`src/sv/hex_ascii_read_reply_parser_defines.svh`:
```
// Assertion macros shared by the read-reply parser RTL.
// Expects a clock named clk and a synchronous active-high reset named rst in scope.
`ifndef HEX_ASCII_READ_REPLY_PARSER_DEFINES_SVH
`define HEX_ASCII_READ_REPLY_PARSER_DEFINES_SVH

// Implication checked at every clock edge outside reset
`define HEXRD_ASSERT_IMPL(lbl, ante, cons, msg) \
  lbl: assert property (@(posedge clk) disable iff (rst) (ante) |-> (cons)) else $error(msg);

// Invariant checked at every clock edge outside reset
`define HEXRD_ASSERT_ALWAYS(lbl, expr, msg) \
  lbl: assert property (@(posedge clk) disable iff (rst) (expr)) else $error(msg);

`endif

```
`src/sv/hexrd_pkg.sv`:
```
// Shared types, codes and the hex digit decoder of the read-reply parser.
// No dependencies; imported by every module of the block but hexrd_buf.
package hexrd_pkg;

  // Framing characters
  localparam logic [7:0] STX_CHAR = 8'h02;
  localparam logic [7:0] ETX_CHAR = 8'h03;
  localparam logic [7:0] ERR_CHAR = 8'h0F;

  // Hex digit ranges
  localparam logic [7:0] DIG_LO   = 8'h30;
  localparam logic [7:0] DIG_HI   = 8'h39;
  localparam logic [7:0] UPPER_LO = 8'h41;
  localparam logic [7:0] UPPER_HI = 8'h46;
  localparam logic [7:0] LOWER_LO = 8'h61;
  localparam logic [7:0] LOWER_HI = 8'h66;
  // 'A' and 'a' have low nibble 1 and stand for 10
  localparam logic [3:0] ALPHA_ADJ = 4'd9;

  // Configuration port
  localparam int ADDR_W = 4;
  localparam int DATA_W = 32;
  localparam logic [1:0] REG_WORD_COUNT    = 2'd0;
  localparam logic [1:0] REG_START_ADDRESS = 2'd1;
  localparam logic [1:0] REG_DATA_TYPE     = 2'd2;

  // Result status codes
  localparam logic [1:0] ST_WORD      = 2'd0;
  localparam logic [1:0] ST_DEV_ERR   = 2'd1;
  localparam logic [1:0] ST_BAD_FRAME = 2'd2;

  // Work handed from the front end to the result sequencer
  typedef enum logic [1:0] {
    CMD_ERR_REPLY,
    CMD_BAD_FRAME,
    CMD_WORDS
  } cmd_kind_t;

  typedef struct packed {
    cmd_kind_t kind;
    logic      bank;   // buffer bank holding the decoded words
  } cmd_t;

  typedef enum logic [1:0] {
    BK_IDLE,
    BK_FETCH,
    BK_SEND
  } back_state_t;

  typedef struct packed {
    logic       bad;
    logic [3:0] val;
  } hex_dig_t;

  // ASCII hex character to nibble; bad set (and value 0) for anything else
  function automatic hex_dig_t hex_decode(input logic [7:0] c);
    hex_dig_t d;
    d.bad = 1'b0;
    d.val = 4'h0;
    if (c inside {[DIG_LO:DIG_HI]}) begin
      d.val = c[3:0];
    end else if (c inside {[UPPER_LO:UPPER_HI], [LOWER_LO:LOWER_HI]}) begin
      d.val = c[3:0] + ALPHA_ADJ;
    end else begin
      d.bad = 1'b1;
    end
    return d;
  endfunction

endpackage

```
`src/sv/hex_ascii_read_reply_parser.sv`:
```
// Top level of the STX/ETX ASCII-hex read-reply parser: config registers and wiring.
// Uses hexrd_pkg, hexrd_front, hexrd_queue, hexrd_buf and hexrd_back.
//
//   channel  | handshake                      | payload
//   ---------+--------------------------------+------------------------------------------
//   rx       | rx_valid / rx_stall            | rx_byte
//   out      | out_valid / out_stall          | word_value word_address type_tag status last
//   config   | psel penable pwrite pready     | paddr pwdata / prdata
//
// A received byte is taken while rx_stall is low; the front end stalls only while the
// two-entry command queue is full. A word reply picks up its command and reads the
// first word, then per beat loads the output register from the buffer read and
// sends it, reading the next word as it goes; an error result is loaded, then sent.
// Reset clears the frame tracker, queue and sequencer; config returns to
// word_count 1, start_address 0, data_type 0. No clearing pass is needed.
module hex_ascii_read_reply_parser #(
  parameter int MAX_WORDS = 16
) (
  input  logic                           clk,
  input  logic                           rst,
  input  logic                           rx_valid,
  output logic                           rx_stall,
  input  logic [7:0]                     rx_byte,
  output logic                           out_valid,
  input  logic                           out_stall,
  output logic [15:0]                    word_value,
  output logic [15:0]                    word_address,
  output logic [7:0]                     type_tag,
  output logic [1:0]                     status,
  output logic                           last,
  input  logic                           psel,
  input  logic                           penable,
  input  logic                           pwrite,
  input  logic [hexrd_pkg::ADDR_W-1:0]   paddr,
  input  logic [hexrd_pkg::DATA_W-1:0]   pwdata,
  output logic [hexrd_pkg::DATA_W-1:0]   prdata,
  output logic                           pready
);
  import hexrd_pkg::*;

  localparam int NW     = $clog2(MAX_WORDS + 1);
  localparam int WIDX_W = (MAX_WORDS > 1) ? $clog2(MAX_WORDS) : 1;

  logic [4:0]        word_count;
  logic [15:0]       start_address;
  logic [7:0]        data_type;
  logic              cfg_wr;
  logic [1:0]        reg_sel;
  logic [NW-1:0]     n_use;
  logic              q_full, push, pop, head_valid;
  cmd_t              push_cmd, head_cmd;
  logic              wr_en, wr_lane, rd_en;
  logic [WIDX_W:0]   wr_addr, rd_addr;
  logic [7:0]        wr_data;
  logic [15:0]       rd_data;

  // config port
  assign pready  = 1'b1;
  assign cfg_wr  = psel && penable && pwrite && pready;
  assign reg_sel = paddr[3:2];

  always_ff @(posedge clk) begin
    if (rst) begin
      word_count    <= 5'd1;
      start_address <= 16'h0000;
      data_type     <= 8'h00;
    end else if (cfg_wr) begin
      case (reg_sel)
        REG_WORD_COUNT:    word_count    <= pwdata[4:0];
        REG_START_ADDRESS: start_address <= pwdata[15:0];
        REG_DATA_TYPE:     data_type     <= pwdata[7:0];
        default: ;
      endcase
    end
  end

  always_comb begin
    case (reg_sel)
      REG_WORD_COUNT:    prdata = DATA_W'(word_count);
      REG_START_ADDRESS: prdata = DATA_W'(start_address);
      REG_DATA_TYPE:     prdata = DATA_W'(data_type);
      default:           prdata = '0;
    endcase
  end

  // word count in use: zero reads as one, clamp to buffer size
  always_comb begin
    if (word_count == 5'd0) begin
      n_use = NW'(1);
    end else if (int'(word_count) > MAX_WORDS) begin
      n_use = NW'(MAX_WORDS);
    end else begin
      n_use = NW'(word_count);
    end
  end

  hexrd_front #(.MAX_WORDS(MAX_WORDS)) u_front (
    .clk      (clk),
    .rst      (rst),
    .rx_valid (rx_valid),
    .rx_byte  (rx_byte),
    .rx_stall (rx_stall),
    .n_use    (n_use),
    .q_full   (q_full),
    .push     (push),
    .push_cmd (push_cmd),
    .wr_en    (wr_en),
    .wr_addr  (wr_addr),
    .wr_lane  (wr_lane),
    .wr_data  (wr_data)
  );

  hexrd_queue u_queue (
    .clk        (clk),
    .rst        (rst),
    .push       (push),
    .push_cmd   (push_cmd),
    .full       (q_full),
    .head_valid (head_valid),
    .head_cmd   (head_cmd),
    .pop        (pop)
  );

  hexrd_buf #(.MAX_WORDS(MAX_WORDS)) u_buf (
    .clk     (clk),
    .wr_en   (wr_en),
    .wr_addr (wr_addr),
    .wr_lane (wr_lane),
    .wr_data (wr_data),
    .rd_en   (rd_en),
    .rd_addr (rd_addr),
    .rd_data (rd_data)
  );

  hexrd_back #(.MAX_WORDS(MAX_WORDS)) u_back (
    .clk           (clk),
    .rst           (rst),
    .head_valid    (head_valid),
    .head_cmd      (head_cmd),
    .pop           (pop),
    .n_use         (n_use),
    .start_address (start_address),
    .data_type     (data_type),
    .rd_en         (rd_en),
    .rd_addr       (rd_addr),
    .rd_data       (rd_data),
    .out_valid     (out_valid),
    .out_stall     (out_stall),
    .word_value    (word_value),
    .word_address  (word_address),
    .type_tag      (type_tag),
    .status        (status),
    .last          (last)
  );

endmodule

```
`src/sv/hexrd_buf.sv`:
```
// Decoded word buffer: two banks of 2**WIDX_W 16-bit words, byte-lane writes.
// Uses nothing from the package; one write and one registered read per cycle.
module hexrd_buf #(
  parameter  int MAX_WORDS = 16,
  localparam int WIDX_W    = (MAX_WORDS > 1) ? $clog2(MAX_WORDS) : 1
) (
  input  logic              clk,
  input  logic              wr_en,
  input  logic [WIDX_W:0]   wr_addr,
  input  logic              wr_lane,
  input  logic [7:0]        wr_data,
  input  logic              rd_en,
  input  logic [WIDX_W:0]   rd_addr,
  output logic [15:0]       rd_data
);

  localparam int DEPTH = 2 ** (WIDX_W + 1);

  logic [15:0] mem [DEPTH];

  // byte write: lane 0 is the low half (first byte of a word)
  always_ff @(posedge clk) begin
    if (wr_en) begin
      if (wr_lane) begin
        mem[wr_addr][15:8] <= wr_data;
      end else begin
        mem[wr_addr][7:0] <= wr_data;
      end
    end
  end

  // registered read
  always_ff @(posedge clk) begin
    if (rd_en) begin
      rd_data <= mem[rd_addr];
    end
  end

endmodule

```
`src/sv/hexrd_front.sv`:
```
// Front end: takes received bytes, tracks the frame and decodes hex pairs.
// Uses hexrd_pkg; writes hexrd_buf and pushes one command per frame outcome.
`include "hex_ascii_read_reply_parser_defines.svh"

module hexrd_front #(
  parameter  int MAX_WORDS = 16,
  localparam int NW        = $clog2(MAX_WORDS + 1),
  localparam int WIDX_W    = (MAX_WORDS > 1) ? $clog2(MAX_WORDS) : 1
) (
  input  logic              clk,
  input  logic              rst,
  input  logic              rx_valid,
  input  logic [7:0]        rx_byte,
  output logic              rx_stall,
  input  logic [NW-1:0]     n_use,
  input  logic              q_full,
  output logic              push,
  output hexrd_pkg::cmd_t   push_cmd,
  output logic              wr_en,
  output logic [WIDX_W:0]   wr_addr,
  output logic              wr_lane,
  output logic [7:0]        wr_data
);
  import hexrd_pkg::*;

  localparam int PW = $clog2(4 * MAX_WORDS + 4);

  logic [PW-1:0] pos, pos_next;
  logic [3:0]    high_nibble, high_nibble_next;
  logic          digit_fault, digit_fault_next;
  logic          etx_seen, etx_seen_next;
  logic          bank, bank_next;
  logic          accept;
  logic [PW:0]   idx, four_n, lim, pos_inc;
  hex_dig_t      dig;

  // a byte may push a command, so every byte is held off while the queue is full
  assign rx_stall = q_full;
  assign accept   = rx_valid && !rx_stall;

  // frame tracking and decode
  always_comb begin
    dig              = hex_decode(rx_byte);
    four_n           = (PW + 1)'({n_use, 2'b00});
    lim              = four_n + (PW + 1)'(4);
    pos_inc          = (PW + 1)'(pos) + (PW + 1)'(1);
    idx              = (PW + 1)'(pos) - (PW + 1)'(1);
    pos_next         = pos;
    high_nibble_next = high_nibble;
    digit_fault_next = digit_fault;
    etx_seen_next    = etx_seen;
    bank_next        = bank;
    push             = 1'b0;
    push_cmd         = '{kind: CMD_BAD_FRAME, bank: bank};
    wr_en            = 1'b0;
    wr_addr          = {bank, idx[WIDX_W+1:2]};
    wr_lane          = idx[1];
    wr_data          = {high_nibble, dig.val};
    if (accept) begin
      if (pos == '0) begin
        // hunting for a frame
        if (rx_byte == STX_CHAR) begin
          pos_next         = PW'(1);
          high_nibble_next = 4'h0;
          digit_fault_next = 1'b0;
          etx_seen_next    = 1'b0;
        end else if (rx_byte == ERR_CHAR) begin
          push          = 1'b1;
          push_cmd.kind = CMD_ERR_REPLY;
        end
      end else begin
        if (idx < four_n) begin
          if (dig.bad) begin
            digit_fault_next = 1'b1;
          end
          if (!idx[0]) begin
            high_nibble_next = dig.val;
          end else begin
            wr_en = 1'b1;
          end
        end else if (idx == four_n) begin
          etx_seen_next = (rx_byte == ETX_CHAR);
        end
        // frame end after the two checksum characters
        if (pos_inc >= lim) begin
          pos_next = '0;
          push     = 1'b1;
          if (etx_seen_next && !digit_fault_next) begin
            push_cmd.kind = CMD_WORDS;
            bank_next     = !bank;
          end else begin
            push_cmd.kind = CMD_BAD_FRAME;
          end
        end else begin
          pos_next = pos_inc[PW-1:0];
        end
      end
    end
  end

  always_ff @(posedge clk) begin
    if (rst) begin
      pos         <= '0;
      high_nibble <= 4'h0;
      digit_fault <= 1'b0;
      etx_seen    <= 1'b0;
      bank        <= 1'b0;
    end else begin
      pos         <= pos_next;
      high_nibble <= high_nibble_next;
      digit_fault <= digit_fault_next;
      etx_seen    <= etx_seen_next;
      bank        <= bank_next;
    end
  end

  `HEXRD_ASSERT_IMPL(a_push_not_full, push, !q_full, "command pushed into a full queue")
  `HEXRD_ASSERT_IMPL(a_write_in_frame, wr_en, pos != '0, "buffer written outside a frame")

endmodule

```
`src/sv/hexrd_queue.sv`:
```
// Two-entry command queue between the front end and the result sequencer.
// Uses hexrd_pkg for the command type.
`include "hex_ascii_read_reply_parser_defines.svh"

module hexrd_queue (
  input  logic            clk,
  input  logic            rst,
  input  logic            push,
  input  hexrd_pkg::cmd_t push_cmd,
  output logic            full,
  output logic            head_valid,
  output hexrd_pkg::cmd_t head_cmd,
  input  logic            pop
);
  import hexrd_pkg::*;

  cmd_t       entry [2];
  logic       wr_ptr, rd_ptr;
  logic [1:0] count;

  assign full       = (count == 2'd2);
  assign head_valid = (count != 2'd0);
  assign head_cmd   = entry[rd_ptr];

  // entry storage
  always_ff @(posedge clk) begin
    if (push) begin
      entry[wr_ptr] <= push_cmd;
    end
  end

  // pointers and fill level
  always_ff @(posedge clk) begin
    if (rst) begin
      wr_ptr <= 1'b0;
      rd_ptr <= 1'b0;
      count  <= 2'd0;
    end else begin
      if (push) begin
        wr_ptr <= !wr_ptr;
      end
      if (pop) begin
        rd_ptr <= !rd_ptr;
      end
      if (push && !pop) begin
        count <= count + 2'd1;
      end else if (pop && !push) begin
        count <= count - 2'd1;
      end
    end
  end

  `HEXRD_ASSERT_ALWAYS(a_count_bound, count != 2'd3, "queue fill level out of range")
  `HEXRD_ASSERT_IMPL(a_pop_not_empty, pop, head_valid, "pop from an empty queue")

endmodule

```
`src/sv/hexrd_back.sv`:
```
// Result sequencer: turns queued commands into result beats.
// Uses hexrd_pkg; reads decoded words from hexrd_buf.
`include "hex_ascii_read_reply_parser_defines.svh"

module hexrd_back #(
  parameter  int MAX_WORDS = 16,
  localparam int NW        = $clog2(MAX_WORDS + 1),
  localparam int WIDX_W    = (MAX_WORDS > 1) ? $clog2(MAX_WORDS) : 1
) (
  input  logic            clk,
  input  logic            rst,
  input  logic            head_valid,
  input  hexrd_pkg::cmd_t head_cmd,
  output logic            pop,
  input  logic [NW-1:0]   n_use,
  input  logic [15:0]     start_address,
  input  logic [7:0]      data_type,
  output logic            rd_en,
  output logic [WIDX_W:0] rd_addr,
  input  logic [15:0]     rd_data,
  output logic            out_valid,
  input  logic            out_stall,
  output logic [15:0]     word_value,
  output logic [15:0]     word_address,
  output logic [7:0]      type_tag,
  output logic [1:0]      status,
  output logic            last
);
  import hexrd_pkg::*;

  back_state_t   state, state_next;
  logic [NW-1:0] word_idx, rd_idx;
  logic          load_word, load_err, advance;

  // next state
  always_comb begin
    state_next = state;
    case (state)
      BK_IDLE: begin
        if (head_valid) begin
          state_next = (head_cmd.kind == CMD_WORDS) ? BK_FETCH : BK_SEND;
        end
      end
      BK_FETCH: state_next = BK_SEND;
      BK_SEND: begin
        if (!out_stall) begin
          state_next = last ? BK_IDLE : BK_FETCH;
        end
      end
      default: state_next = BK_IDLE;
    endcase
  end

  // state outputs
  always_comb begin
    rd_en     = 1'b0;
    rd_idx    = word_idx + NW'(1);
    pop       = 1'b0;
    load_word = 1'b0;
    load_err  = 1'b0;
    advance   = 1'b0;
    out_valid = 1'b0;
    case (state)
      BK_IDLE: begin
        if (head_valid) begin
          if (head_cmd.kind == CMD_WORDS) begin
            rd_en  = 1'b1;
            rd_idx = '0;
          end else begin
            load_err = 1'b1;
          end
        end
      end
      BK_FETCH: load_word = 1'b1;
      BK_SEND: begin
        out_valid = 1'b1;
        if (!out_stall) begin
          if (last) begin
            pop = 1'b1;
          end else begin
            rd_en   = 1'b1;
            advance = 1'b1;
          end
        end
      end
      default: ;
    endcase
  end

  assign rd_addr = {head_cmd.bank, rd_idx[WIDX_W-1:0]};

  always_ff @(posedge clk) begin
    if (rst) begin
      state    <= BK_IDLE;
      word_idx <= '0;
    end else begin
      state <= state_next;
      if (state == BK_IDLE) begin
        word_idx <= '0;
      end else if (advance) begin
        word_idx <= word_idx + NW'(1);
      end
    end
  end

  // result register
  always_ff @(posedge clk) begin
    if (load_err) begin
      word_value   <= 16'h0000;
      word_address <= start_address;
      type_tag     <= data_type;
      status       <= (head_cmd.kind == CMD_ERR_REPLY) ? ST_DEV_ERR : ST_BAD_FRAME;
      last         <= 1'b1;
    end else if (load_word) begin
      word_value   <= rd_data;
      word_address <= start_address + 16'(word_idx);
      type_tag     <= data_type;
      status       <= ST_WORD;
      last         <= (word_idx + NW'(1) == n_use);
    end
  end

  `HEXRD_ASSERT_IMPL(a_fetch_after_read, state == BK_FETCH, $past(rd_en), "fetch without read")
  `HEXRD_ASSERT_IMPL(a_busy_has_cmd, state != BK_IDLE, head_valid, "busy with no command")

endmodule
```
`config.mk`:
```
export PLATFORM = sky130hd
export DESIGN_NAME = hex_ascii_read_reply_parser
export DESIGN_NICKNAME = d
export VERILOG_FILES = /design/src/sv/hexrd_pkg.sv /design/src/sv/hex_ascii_read_reply_parser.sv /design/src/sv/hexrd_buf.sv /design/src/sv/hexrd_front.sv /design/src/sv/hexrd_queue.sv /design/src/sv/hexrd_back.sv
export VERILOG_INCLUDE_DIRS = /design/src /design/src/sv
export SDC_FILE = /design/constraint.sdc
export NUM_CORES = 1
export LEC_CHECK = 0
export BUFFER_PORTS_ARGS = -buffer_cell sky130_fd_sc_hd__buf_4
export CAP_MARGIN = 0
export CORE_ASPECT_RATIO = 1.5
export CORE_MARGIN = 8
export CORE_UTILIZATION = 39
export DETAILED_ROUTE_END_ITERATION = 12
export GPL_ROUTABILITY_DRIVEN = 0
export GPL_TIMING_DRIVEN = 0
export PLACE_DENSITY = 0.66
export SETUP_SLACK_MARGIN = 0.15
export SLEW_MARGIN = 20
export SYNTH_ARGS = -nofsm -noshare
export SYNTH_HDL_FRONTEND = slang
export SYNTH_SLANG_ARGS = --single-unit
```
`constraint.sdc`:
```
create_clock -name clk -period 6.95 [get_ports clk]
set_clock_uncertainty 0.15 [all_clocks]
set_input_delay 1.0425 -clock clk [delete_from_list [all_inputs] [get_ports clk]]
set_output_delay 1.0425 -clock clk [all_outputs]
set_load 0.02 [all_outputs]
```
==> results.json <==
{
  "cpMaxStageDelayCell": "nor2_1",
  "slew_violations": 0,
  "grt_pass1_wl_mm": 111,
  "io-pin-count": 129,
  "route.vias.total": 17000,
  "ir_worst_vdd_mv": 0.177,
  "cts_tree": "yes",
  "async_reset_ff_share_pct": 0,
  "cp_max_fo": 9,
  "syn_area_sq_mm": 0.0261,
  "maxSlewHeadroom_pct": 21.6,
  "route.detailed.drc": 0,
  "ys_warn_count": 0,
  "worst_slew_pin_slew_ns": 1.18,
  "cts_setup_buffers": 0,
  "core.rowCount": 116,
  "synth_top_area_share_pct": 64.5,
  "worstSetupEndpointType": "flop",
  "setup_viol": 0,
  "grt_max_degree": 66,
  "avgRoutedWirePerCell_um": 25.9,
  "path_cells": "buf_6, inv_1, ha_1, or3b_2, xnor2_1, inv_1, ha_1, nor3b_1, o21ai_0, a31oi_1, o211ai_2, a21oi_1, nand3_1, nor2_1",
  "finalNetCount": 2139,
  "dieArea_sq_mm": 0.0756,
  "cts_resized": 0,
  "n_fill_cell": 5874,
  "viasPerCell": 5.67,
  "timing.hold.ws_ns": 0.310,
  "hold_viol": 0,
  "htree_levels": 2,
  "cts_buffers": 54,
  "insertion_delay_ns": 0.61,
  "hpwl_mm": 54.4,
  "power_leakage_nw": 10.5,
  "required_ns": 7.05,
  "period_share_pct": 78.9,
  "drt-pass1-iter-count": 6,
  "rsz0062_at_grt": "false",
  "ys_ff_latch": 632,
  "initial_core_util_pct": 39.2,
  "final_cells": 2996,
  "gr-total-overflow": 0,
  "clock_sinks": 632,
  "min_path_type": "reg -> reg",
  "antenna_found_initial": 0,
  "status": "finished clean",
  "clk_pin_slew_ns": 0.07,
  "grt_pass1_vias": 16800,
  "cts.path.max_buffers": 3,
  "placed_cells": 2891,
  "drive_above_1_share_pct": 15.3,
  "netlist_instances": 1891,
  "syn_area_per_cell_sq_um": 13.8,
  "drtIter0Drc": 1764,
  "synth_top_area_cell": "edfxtp_1",
  "grt_use_total_pct": 20.1,
  "holdBufCountCts": 0,
  "wl_mm": 77.6,
  "cp.arrival_ns": 5.58,
  "drv_cap": 0,
  "min_period_ns": 5.48,
  "ys_top_cells_by_area": "edfxtp_1, dfxtp_1, nand2_1, mux4_2, mux2i_1",
  "die_height_um": 333,
  "area_growth_pct": 15.8,
  "max_freq_mhz": 182,
  "worstSetupPathType": "reg -> reg",
  "ant_nets": 0,
  "ys_types": 72,
  "synth_flop_cell": "edfxtp_1",
  "crit_path_start_kind": "flop",
  "power.density_mw_per_mm2": 257,
  "root_buffer": "clkbuf_16",
  "seq_area_frac_synth_pct": 70.0,
  "core_area_sq_mm": 0.0665,
  "max_stage_delay_ns": 0.99,
  "portBuffers": 91,
  "synth_edf_count": 560,
  "die_x_um": 227
}
==> report_power, final <==
group / switching [W] / total (W) / leakage, nW / internal, W
clock network: 0.00142 / 0.00335 / 0.961 / 0.00193
logic: 0.000158 / 0.000257 / 3.32 / 0.0000998
registers: 0.0000238 / 0.00415 / 6.24 / 0.00412
total: 0.00160 / 0.00775 / 10.5 / 0.00615
==> worst max-delay path: cells and delay by family, from the launching register on <==
family	cells	cell delay, ns
adder cells (fa/ha/maj)	2	0.43
flip-flops	1	0.33
XOR/XNOR	1	0.32
AO/OA/AOI/OAI	4	0.95
AND/OR/NAND/NOR	4	2.46
buffers and inverters	3	0.44
==> flip-flops by register name, summed over array words and instances, names as in the netlist, named ones only <==
signal / flops
u_buf.mem: 512
start_address: 16
u_back.word_address: 16
u_back.word_value: 16
u_buf.rd_data: 16
data_type: 8
u_back.type_tag: 8
u_front.pos: 7
u_queue.entry: 6
u_back.word_idx: 5
word_count: 5
u_front.high_nibble: 4
u_back.state: 2
u_back.status: 2
u_queue.count: 2
u_back.last: 1
u_front.bank: 1
u_front.digit_fault: 1
u_front.etx_seen: 1
u_queue.rd_ptr: 1
u_queue.wr_ptr: 1
==> cells in the mapped netlist (all sizes together), types with 9 or more instances <==
cell type  instances
a31oi             23
buf               58
and3              32
nor2b             15
edfxtp           560
nor2             161
o211ai            12
nand2            256
and2              11
inv               24
dfxtp             72
xnor2             21
ha                25
nand2b             9
mux4              34
nand3             55
clkbuf            62
o21ai             75
xor2              19
mux2              10
nor3              16
a211oi            43
o22ai             12
a21oi             83
mux2i             69
o221ai            24
nor4              12
==> layout by cell type (no fill, tap or decap), drive strengths merged, types with 43 or more instances in the layout <==
cell      n
edfxtp  560
nand2   256
dfxtp    72
o21ai    75
a211oi   43
buf     157
clkbuf  122
nand3    55
mux2i    69
a21oi    83
nor2    161
==> through the flow <==
stage / total power, W / utilization (%) / setup slack (ns) / area [sq um] / setup TNS, ns
6_report: 0.00775 / 45.4 / 1.47 / 30200 / 0
5_1_grt: 0.00792 / 45.4 / 1.24 / 30200 / 0
4_1_cts: 0.00777 / 45.4 / 1.59 / 30200 / 0
3_5_place_dp: 0.00449 / 42.4 / 1.62 / 28200 / 0
3_3_place_gp: 0.00448 / 42.0 / -2.27 / 27900 / -274.16
2_1_floorplan: 0.00436 / - / 1.74 / 26100 / 0
==> path summary, 6_finish.rpt <==
kind	cells past startpoint	slack (ns)	to	startpoint
worst max-delay path	14	1.47	u_buf.mem[26][11]	u_front.pos[0]
worst min-delay path	2	0.31	u_back.word_value[1]	u_back.word_value[1]
worst max register to register	14	1.47	u_buf.mem[26][11]	u_front.pos[0]
worst min register to register	2	0.31	u_back.word_value[1]	u_back.word_value[1]
==> kinds of logic after synthesis <==
kind of cell / synth area share, %
AO/OA/AOI/OAI: 8.52
other: 0.0288
flip-flops: 70.0
multiplexers: 6.02
XOR/XNOR: 1.37
AND/OR/NAND/NOR: 10.2
adder cells (fa/ha/maj): 1.28
buffers and inverters: 2.53
==> final cells by class <==
| class | instances | area, sq um | share of cell area, % |
|---|---|---|---|
| Timing Repair Buffer | 99 | 888 | 2.94 |
| Clock inverter | 42 | 558 | 1.85 |
| Tap cell | 885 | 1110 | 3.67 |
| Multi-Input combinational cell | 1131 | 7280 | 24.1 |
| Sequential cell | 632 | 18300 | 60.5 |
| Antenna cell | 3 | 7.51 | 0.0249 |
| Buffer | 120 | 573 | 1.90 |
| Inverter | 24 | 90.1 | 0.298 |
| Clock buffer | 60 | 1410 | 4.68 |
==> layer usage <==
metal / up-vias / GRT usage [%] / wire [um]
met5: - / 0 / 0
li1: 7440 / - / -
met4: 0 / 12.8 / 5860
met1: 8362 / 22.1 / 25800
met2: 935 / 35.9 / 39900
met3: 251 / 2.71 / 5990
Power figures use the tool's default switching activity.
